<file path="src/hdl/sst_pkg.sv">
// ----------------------------------------------------------------------------
// sst_pkg: shared types and constants for the sorted set table
// Request and result beats, request codes, cell commands and sequencer states.
// ----------------------------------------------------------------------------
package sst_pkg;

  localparam int CAPACITY_DEF = 16;

  localparam logic [1:0] REQ_LOOKUP = 2'd0;
  localparam logic [1:0] REQ_INSERT = 2'd1;
  localparam logic [1:0] REQ_DELETE = 2'd2;

  typedef struct packed {
    logic [1:0]         req_type;
    logic signed [31:0] value;
  } sst_req_t;

  typedef struct packed {
    logic       was_present;
    logic       changed;
    logic       full_reject;
    logic [4:0] position;
    logic [4:0] element_count;
  } sst_res_t;

  typedef struct packed {
    logic cmp;
    logic ins;
    logic del;
  } cell_cmd_t;

  typedef enum logic [1:0] {
    ST_IDLE,
    ST_CMP,
    ST_APPLY
  } sst_state_t;

endpackage

</file>
<file path="src/hdl/sst_cell.sv">
// ----------------------------------------------------------------------------
// sst_cell: one entry of the sorted table
// Compares its entry with the key, then keeps it or takes a neighbour's value
// when the table shifts for an insert or a delete.
// ----------------------------------------------------------------------------
module sst_cell (
  input  logic               clk,
  input  logic signed [31:0] key,
  input  sst_pkg::cell_cmd_t cmd,
  input  logic               valid,
  input  logic               left_lt,
  input  logic signed [31:0] left_entry,
  input  logic signed [31:0] right_entry,
  output logic signed [31:0] entry,
  output logic               lt,
  output logic               eq
);
  import sst_pkg::*;

  always_ff @(posedge clk) begin
    if (cmd.cmp) begin
      lt <= valid && (entry < key);
      eq <= valid && (entry == key);
    end else if (cmd.ins && !lt) begin
      entry <= left_lt ? key : left_entry;
    end else if (cmd.del && !lt) begin
      entry <= right_entry;
    end
  end

endmodule

</file>
<file path="src/hdl/sorted_set_table_core.sv">
// ----------------------------------------------------------------------------
// sorted_set_table_core: bounded sorted set of signed 32-bit values
// Lookup, insert and delete over a chain of compare-and-shift cells.
// ----------------------------------------------------------------------------
// Usage:
//   A request beat (req_type, value) is taken on a rising edge with start high
//   and busy low. busy stays high while the cells compare and then shift. The
//   result beat is registered on res at the end of the shift and shows for
//   exactly one cycle with done high; the receiver cannot stall it.
//   A new request is taken only after the previous one has passed the request
//   register, the compare cycle and the shift cycle of the cell row, with the
//   position encode over the cell flags in the shift cycle.
//   busy is low during the done cycle, so the next request may be offered then.
//   Reset empties the set (count to zero); stored entries are not cleared and
//   only those below the count are ever compared.
//   Insert of a present value, or into a full table, leaves the set alone;
//   the full case raises full_reject. Delete of an absent value does nothing.
//   Request code 3 acts as a lookup.
// ----------------------------------------------------------------------------
module sorted_set_table_core #(
  parameter int CAPACITY = sst_pkg::CAPACITY_DEF
) (
  input  logic              clk,
  input  logic              rst,
  input  logic              start,
  output logic              busy,
  input  sst_pkg::sst_req_t req,
  output logic              done,
  output sst_pkg::sst_res_t res
);
  import sst_pkg::*;

  localparam int CW = $clog2(CAPACITY + 1);

  sst_state_t state, state_next;
  sst_req_t   req_q;
  logic [CW-1:0] count;
  cell_cmd_t  cmd;

  logic signed [31:0] entry [CAPACITY];
  logic [CAPACITY-1:0] lt_vec;
  logic [CAPACITY-1:0] eq_vec;
  logic [CAPACITY:0]   bnd;
  logic [CW-1:0]       pos;
  logic present, is_ins, is_del, ins_ok, del_ok, full;

  genvar g;
  generate
    for (g = 0; g < CAPACITY; g++) begin : g_cell
      logic signed [31:0] l_entry, r_entry;
      logic               l_lt;
      if (g == 0) begin : g_first
        assign l_entry = req_q.value;
        assign l_lt    = 1'b1;
      end else begin : g_mid
        assign l_entry = entry[g-1];
        assign l_lt    = lt_vec[g-1];
      end
      if (g == CAPACITY - 1) begin : g_last
        assign r_entry = entry[g];
      end else begin : g_inner
        assign r_entry = entry[g+1];
      end
      sst_cell u_cell (
        .clk        (clk),
        .key        (req_q.value),
        .cmd        (cmd),
        .valid      (count > CW'(g)),
        .left_lt    (l_lt),
        .left_entry (l_entry),
        .right_entry(r_entry),
        .entry      (entry[g]),
        .lt         (lt_vec[g]),
        .eq         (eq_vec[g])
      );
    end
  endgenerate

  // boundary between entries below the key and the rest, one-hot
  always_comb begin
    bnd[0] = !lt_vec[0];
    for (int i = 1; i < CAPACITY; i++) begin
      bnd[i] = lt_vec[i-1] && !lt_vec[i];
    end
    bnd[CAPACITY] = lt_vec[CAPACITY-1];
    pos = '0;
    for (int i = 0; i <= CAPACITY; i++) begin
      if (bnd[i]) pos = pos | CW'(i);
    end
  end

  assign present = |eq_vec;
  assign is_ins  = (req_q.req_type == REQ_INSERT);
  assign is_del  = (req_q.req_type == REQ_DELETE);
  assign full    = is_ins && !present && (count >= CW'(CAPACITY));
  assign ins_ok  = is_ins && !present && (count < CW'(CAPACITY));
  assign del_ok  = is_del && present;

  always_comb begin
    unique case (state)
      ST_IDLE:  state_next = start ? ST_CMP : ST_IDLE;
      ST_CMP:   state_next = ST_APPLY;
      ST_APPLY: state_next = ST_IDLE;
      default:  state_next = ST_IDLE;
    endcase
  end

  always_comb begin
    busy    = (state != ST_IDLE);
    cmd.cmp = (state == ST_CMP);
    cmd.ins = (state == ST_APPLY) && ins_ok;
    cmd.del = (state == ST_APPLY) && del_ok;
  end

  always_ff @(posedge clk) begin
    if (rst) begin
      state <= ST_IDLE;
      count <= '0;
      done  <= 1'b0;
    end else begin
      state <= state_next;
      done  <= (state == ST_APPLY);
      if (state == ST_APPLY) begin
        if (ins_ok) count <= count + CW'(1);
        else if (del_ok) count <= count - CW'(1);
      end
    end
  end

  always_ff @(posedge clk) begin
    if (state == ST_IDLE && start) req_q <= req;
    if (state == ST_APPLY) begin
      res.was_present   <= present;
      res.changed       <= ins_ok || del_ok;
      res.full_reject   <= full;
      res.position      <= 5'(pos);
      res.element_count <= 5'(ins_ok ? count + CW'(1) : del_ok ? count - CW'(1) : count);
    end
  end

  a_count_bound: assert property (@(posedge clk) disable iff (rst)
    count <= CW'(CAPACITY)) else $error("set count beyond capacity");

  a_done_after_apply: assert property (@(posedge clk) disable iff (rst)
    state == ST_APPLY |=> done) else $error("result beat missing after shift");

  a_done_source: assert property (@(posedge clk) disable iff (rst)
    done |-> $past(state == ST_APPLY)) else $error("stray result beat");

  a_changed_count: assert property (@(posedge clk) disable iff (rst)
    done && res.changed |-> count != $past(count)) else $error("change without count step");

  a_full_flags: assert property (@(posedge clk) disable iff (rst)
    done && res.full_reject |-> !res.changed && !res.was_present
      && count == CW'(CAPACITY)) else $error("inconsistent full rejection");

endmodule

</file>
<file path="config.mk">
export PLATFORM = sky130hd
export DESIGN_NAME = sorted_set_table_core
export DESIGN_NICKNAME = d
export VERILOG_FILES = /design/src/hdl/sst_pkg.sv /design/src/hdl/sst_cell.sv /design/src/hdl/sorted_set_table_core.sv
export SDC_FILE = /design/constraint.sdc
export NUM_CORES = 2
export LEC_CHECK = 0
export BUFFER_PORTS_ARGS = -buffer_cell sky130_fd_sc_hd__buf_2
export CAP_MARGIN = 20
export CORE_MARGIN = 2
export CORE_UTILIZATION = 30
export DETAILED_ROUTE_END_ITERATION = 8
export PLACE_DENSITY = 0.47
export SLEW_MARGIN = 20
export SYNTH_ARGS = -nofsm -noshare
export SYNTH_HDL_FRONTEND = slang
export SYNTH_SLANG_ARGS = --single-unit
</file>
<file path="constraint.sdc">
create_clock -name clk -period 4.9 [get_ports clk]
set_input_delay 0.98 -clock clk [delete_from_list [all_inputs] [get_ports clk]]
set_output_delay 0.98 -clock clk [all_outputs]
set_load 0.005 [all_outputs]
</file>
Word-level counts from Yosys, hierarchy flattened --
Index checks and enable logic that the tools add are counted.
Word-level totals: bits in registers 599, word-level logic and storage cells 317
Operators by class: add/sub/neg operators 2, order comparisons 34, eq/ne operators 20, mux-type cells 64, bitwise logic cells 1, reduce and logical (&&, ||, !) cells 137
Operator list (count):
- $mux 32 | 45
- $eq 32x32->1 | 16
- $lt 32x32->1 | 16
- $logic_and 1x1->1 | 85
- $gt 5x4->1 const B | 8
- $mux 4 | 8
- $reduce_and 2->1 | 16
- $reduce_bool 2->1 | 16
- $gt 5x3->1 const B | 4
- $logic_not 1->1 | 17
- $reduce_or 16->1 | 1
- $mux 3 | 4
- $gt 5x1->1 const B | 2
- $gt 5x2->1 const B | 2
- $mux 5 | 2
- $add 5x1->5 const B | 1
- $ge 5x5->1 const B | 1
- $lt 5x5->1 const B | 1
- $sub 5x1->5 const B | 1
- $eq 2x1->1 const B | 2
- $eq 2x2->1 const B | 2
- $mux 2 | 2
- $pmux 2 s2 | 1
- $logic_not 2->1 | 1
- 3 further kinds | 4

Logic depth before layout (Yosys ltp) --
word-level depth 17, depth in mapped cells 10

By module --
A second synthesis with hierarchy kept.
Second synthesis, totals: cells, all modules 4384, area total of the unflattened synthesis 42912.4 sq um
By module, submodules not included:
- sst_cell at g_cell[0].u_cell ... | instances 15, cells an instance 261, area each 2524.9 sq um
- sst_cell at g_cell[14].u_cell | instances 1, cells an instance 261, area each 2526.2 sq um
- sorted_set_table_core | instances 1, cells an instance 208, area each 2512.4 sq um

Least setup slack after synthesis --
No wires, ideal clock.
path type register to register, from reg g_cell[2].u_cell.eq, to reg g_cell[15].u_cell.entry[0], enable pin, setup time 0.421 ns, arrival 3.070 ns, slack 1.409 ns, stages on the path, launching flop included 7, clock period less this slack 3.491 ns, path through edfxtp_1 nor4_2 nand4_2 or3_1 buf_4 buf_6 nor2_1
On the way: word-level cells in the longest chain between the ends 7
Ends and longest elaborated chain:
- start: declaration | RTL line sst_cell.sv:16 | output logic eq
- start signal: assignment | RTL line sst_cell.sv:23 | eq <= valid && (entry == key);
- $reduce_or 16->1 | RTL line sorted_set_table_core.sv:92 | assign present = |eq_vec;
- named net present | RTL line sorted_set_table_core.sv:45 | logic present, is_ins, is_del, ins_ok, del_ok, full;
- $logic_not 1->1 | RTL line sorted_set_table_core.sv:96 | assign ins_ok = is_ins && !present && (count < CW'(CAPACITY));
- $logic_and 1x1->1 (2 in a row) | RTL line sorted_set_table_core.sv:96
- $logic_and 1x1->1 | RTL line sorted_set_table_core.sv:111 | cmd.ins = (state == ST_APPLY) && ins_ok;
- $logic_and 1x1->1 | RTL line sst_cell.sv:24 | end else if (cmd.ins && !lt) begin
- $reduce_and 2->1 (no source line)
- end signal: assignment | RTL line sst_cell.sv:25 | entry <= left_lt ? key : left_entry;
- end signal: assignment | RTL line sst_cell.sv:27 | entry <= right_entry;
- end: declaration | RTL line sst_cell.sv:14 | output logic signed [31:0] entry,
The timed path passes the listed nets, and every way through them passes these cells. A chain may end at the register's enable or synchronous reset.

Worst setup path in the final report --
from reg req_q (netlist bit g_cell[0].l_entry[31]), to reg g_cell[9].u_cell.lt (data pin)
On the way: word-level cells in the longest chain between the ends 2
Ends and longest elaborated chain:
- start: declaration | RTL line sorted_set_table_core.sv:36 | sst_req_t req_q;
- start signal: assignment | RTL line sorted_set_table_core.sv:131 | if (state == ST_IDLE && start) req_q <= req;
- $lt 32x32->1 | RTL line sst_cell.sv:22 | lt <= valid && (entry < key);
- $logic_and 1x1->1 | RTL line sst_cell.sv:22
- end signal: assignment | RTL line sst_cell.sv:22
- end: declaration | RTL line sst_cell.sv:15 | output logic lt,
Every way passes these cells.

==> results.yml <==
status:
  status: "complete, no violations"
yosys:
  number_of_distinct_standard_cells_referenced_by_the_synthesized_netlist: 60
  synth_top_area_cell: "sky130_fd_sc_hd__edfxtp_1"
  synthesized_netlist_cell_count: 3757
  synthFlopType: "sky130_fd_sc_hd__edfxtp_1"
  yosysMostFrequentCell: "sky130_fd_sc_hd__a21oi_1"
  synth-edff-count: 591
  yosysTopAreaCellShare_pct: 43.9
  syn-cell-area_um2: 40400
  syn_nets: 4312
  synth_top_cells_by_count: "sky130_fd_sc_hd__a21oi_1 (649), sky130_fd_sc_hd__edfxtp_1 (591), sky130_fd_sc_hd__ha_1 (518)"
  ys_async_sr_fraction_pct: 0
  avgSynthCellArea_um2: 10.8
  ys_ff_latch: 599
  synthTopCellsByArea: "sky130_fd_sc_hd__edfxtp_1 (44%), sky130_fd_sc_hd__ha_1 (16%), sky130_fd_sc_hd__mux2i_1 (11%), sky130_fd_sc_hd__a21oi_1 (8.0%), sky130_fd_sc_hd__nor2_1 (4.7%)"
  synth-seq-area-share_pct: 44.3
  yosys_warnings: 0
grt:
  maximum_number_of_pins_on_one_net_before_global_route_repair: 65
  grt.total_usage_pct: 18.4
  global_route_wire_length_before_repair_um: 193000
  gr-total-overflow: 0
  grt_antenna_before_repair: 3
  grt_pass1_vias: 30185
timing:
  unrepaired_setup_endpoints_after_global_routing: "no"
  max_clock_freq_ghz: 0.246
  finalCriticalPeriod_ns: 4.06
  final-setup-viol-count: 0
  relSlewSlack_pct: 23.6
  worst_pin_slew_ns: 1.15
  drv_slew: 0
  final.setup.tns_ns: 0
  final.hold.worst_slack_ns: 0.506
  timing.final.crit_share_pct: 82.8
  final-hold-violation-count: 0
  fin_skew_ns: 0.0286
  postLayoutSetupSlackWorst_ns: 0.841
power_and_ir_drop:
  power.sequential.fraction_pct: 45.4
  switching_share_pct: 25.2
  vdd_drop_max_uv: 208
  p_leak_nw: 18.0
  power.share.clock_pct: 45.4
  switching_power_mw: 3.19
  power_per_cell_area_nw_per_um2: 278
  internal-power_mw: 9.43
  p_comb_share_pct: 9.2
  fin_total_pwr_mw: 12.6
detailed_routing:
  num_vias: 29880
  mean_number_of_vias_per_cell: 5.34
  firstDrtPassIters: 7
  routed_wire_length_per_instance_um: 22.8
  number_of_nets_with_antenna_violations_after_detailed_routing: 0
  initial_detailed_routing_violation_count: 2253
  routed_wirelength_um: 128000
  drc: 0
worst_setup_path:
  critPathLaunch: "g_cell[0].l_entry[31]"
  crit_type: "flop to flop"
  reg2reg_setup_slack_ns: 0.84
  timing.rr.end: "g_cell[9].u_cell.lt"
  worst_ep_arrival_time_ns: 4.44
  worst-path-max-fanout: 17
  cp_data_required_time_ns: 5.28
  reg2regPathDepth: 8
  crit_path_capture_type: "flop"
  cpMaxStageDelayCell: "sky130_fd_sc_hd__o21ai_0"
  r2r-start: "g_cell[0].l_entry[31]"
  max_stage_delay_ns: 0.87
  crit_path_cell_chain: "inv_1 > buf_4 > ha_1 > and4_1 > nand4_1 > o21ai_0 > or4_1 > a21oi_1"
  worst_setup_path_endpoint: "g_cell[9].u_cell.lt"
  critical_path.startpoint_type: "flop"
layout:
  postLayoutCoreUtil_pct: 34.0
  nFillCells: 13537
  final_layout_size_suffix_gt1_share_pct: 8.99
  seqCellArea_um2: 17900
  multi_input_area_um2: 21400
  area_growth_syn_to_layout_pct: 12.3
  finish.net_count: 4328
floorplan:
  die_area_um2: 138000
  dieWidth_um: 371
  io_pins: 52
  core_rows: 134
  initial_core_util_pct: 30.2
  floorplan.die.height_um: 371
  fp.coreArea_um2: 134000
clocking:
  clock_path_buffers: 3
  clock_tree.htree_level_count: 3
  clock_insertion_delay_worst_skew_ns: 0.65
  cts_repair_resize_count: 0
  clk_pin_slew_worst_paths_ns: 0.06
  cts_tree: "yes"
  cts_hold_bufs: 0
  total_cts_buffers: 77
  tritoncts_num_sinks: 599
  clock_tree.root_cell: "sky130_fd_sc_hd__clkbuf_16"
  postCtsSetupRepairBufs: 0
place:
  place_congestion: 0.841
  dp_slack_ns: 0.455
  port_buffers: 51
  dp.final_hpwl_um: 95900
worst_hold_path:
  min_delay_worst_type: "input port to flop"
  whs_path_depth: 1
job:
  max_cap_viol_count: 0
-- routing by layer --
layer | routed length [um] | GRT usage [%] | share of wire (%)
met1 | 62000 | 26.5 | 48
met2 | 57700 | 29.0 | 45
met3 | 5490 | 2.78 | 4.3
met4 | 2610 | 3.99 | 2.0
met5 | 0 | 0 | 0
-- worst max-delay path: cells and delay by family (launching register included) --
family / cells / cell delay, ns
simple gates: 3 / 0.96
compound gates: 2 / 0.93
flops: 1 / 0.80
buf+inv: 2 / 0.77
fa+ha+maj: 1 / 0.32
-- metrics by stage --
step,cell area [um2],instances
after global placement,42900,5461
after floorplan,40400,3757
after global routing,45400,5596
final,45400,5599
after CTS,45300,5595
after detailed placement,42900,5461
-- cells in the final DEF (no fill, tap or decap), drive strengths merged, types with 5 or more instances in the layout --
cell type / instances
and3: 5
mux2i: 451
inv: 72
a221o: 8
a221oi: 30
nand4: 65
and4: 45
o21a: 10
and2: 5
or4: 13
a211oi: 6
o31a: 5
nor3: 34
nand2: 131
or3: 6
bufinv: 6
nand2b: 10
dfxtp: 8
clkbuf: 100
a21o: 55
ha: 518
clkinv: 28
o21ai: 64
o211ai: 20
a21oi: 649
nor2: 521
nand3: 53
nor4: 22
o31ai: 5
nor2b: 27
buf: 156
edfxtp: 591
a21boi: 13
mux2: 66
-- cell type report --
class                   instances  area share (%)
diodes                          3          0.0165
clock buffers                 100            4.71
multi-input cells            2867            47.1
well taps                    1768            4.87
repair buffers                156            2.54
inverters                      72           0.596
clock inverters                34           0.662
flip-flops and latches        599            39.5
-- worst min path at each step --
stage | startpoint | endpoint | slack (ns)
finish | req[19] | g_cell[0].l_entry[19] | 0.51
CTS | req[19] | g_cell[0].l_entry[19] | 0.46
global route | req[19] | g_cell[0].l_entry[19] | 0.47
floorplan | g_cell[15].u_cell.lt | res[9] | 0.47
detailed placement | state[0] | state[0] | 0.57
global placement | state[0] | state[0] | 0.58
-- state kept, by name (all words and copies together), names as in the netlist --
register and cells:
done 1, g_cell.u_cell.lt 16, count 5, state 2
g_cell.u_cell.eq 16, g_cell.l_entry 32, g_cell.u_cell.entry 512, req_q 2
res 13
-- power groups by stage --
stage | Sequential, mW | Clock [mW] | Combinational (mW)
CTS | 5.73 | 5.90 | 1.16
floorplan | 5.76 | 0 | 0.793
global route | 5.73 | 6.06 | 1.30
global placement | 5.84 | 0 | 1.14
detailed placement | 5.84 | 0 | 1.15
finish | 5.73 | 5.73 | 1.16
-- kinds of logic (layout without fill, tap and decap cells) --
kind of cell / count (synthesis) / in the layout / synth area share (%)
and+or+nand+nor: 946 / 946 / 11.2
adders and majority gates: 518 / 518 / 16.0
muxes: 517 / 517 / 13.0
other: 0 / 3 / 0
buffers and inverters: 291 / 362 / 3.14
xor gates and xnor gates: 4 / 4 / 0.0867
AOI/OAI and AO/OA: 882 / 882 / 12.2
DFF: 599 / 599 / 44.3
Power figures use the tool's default switching activity.
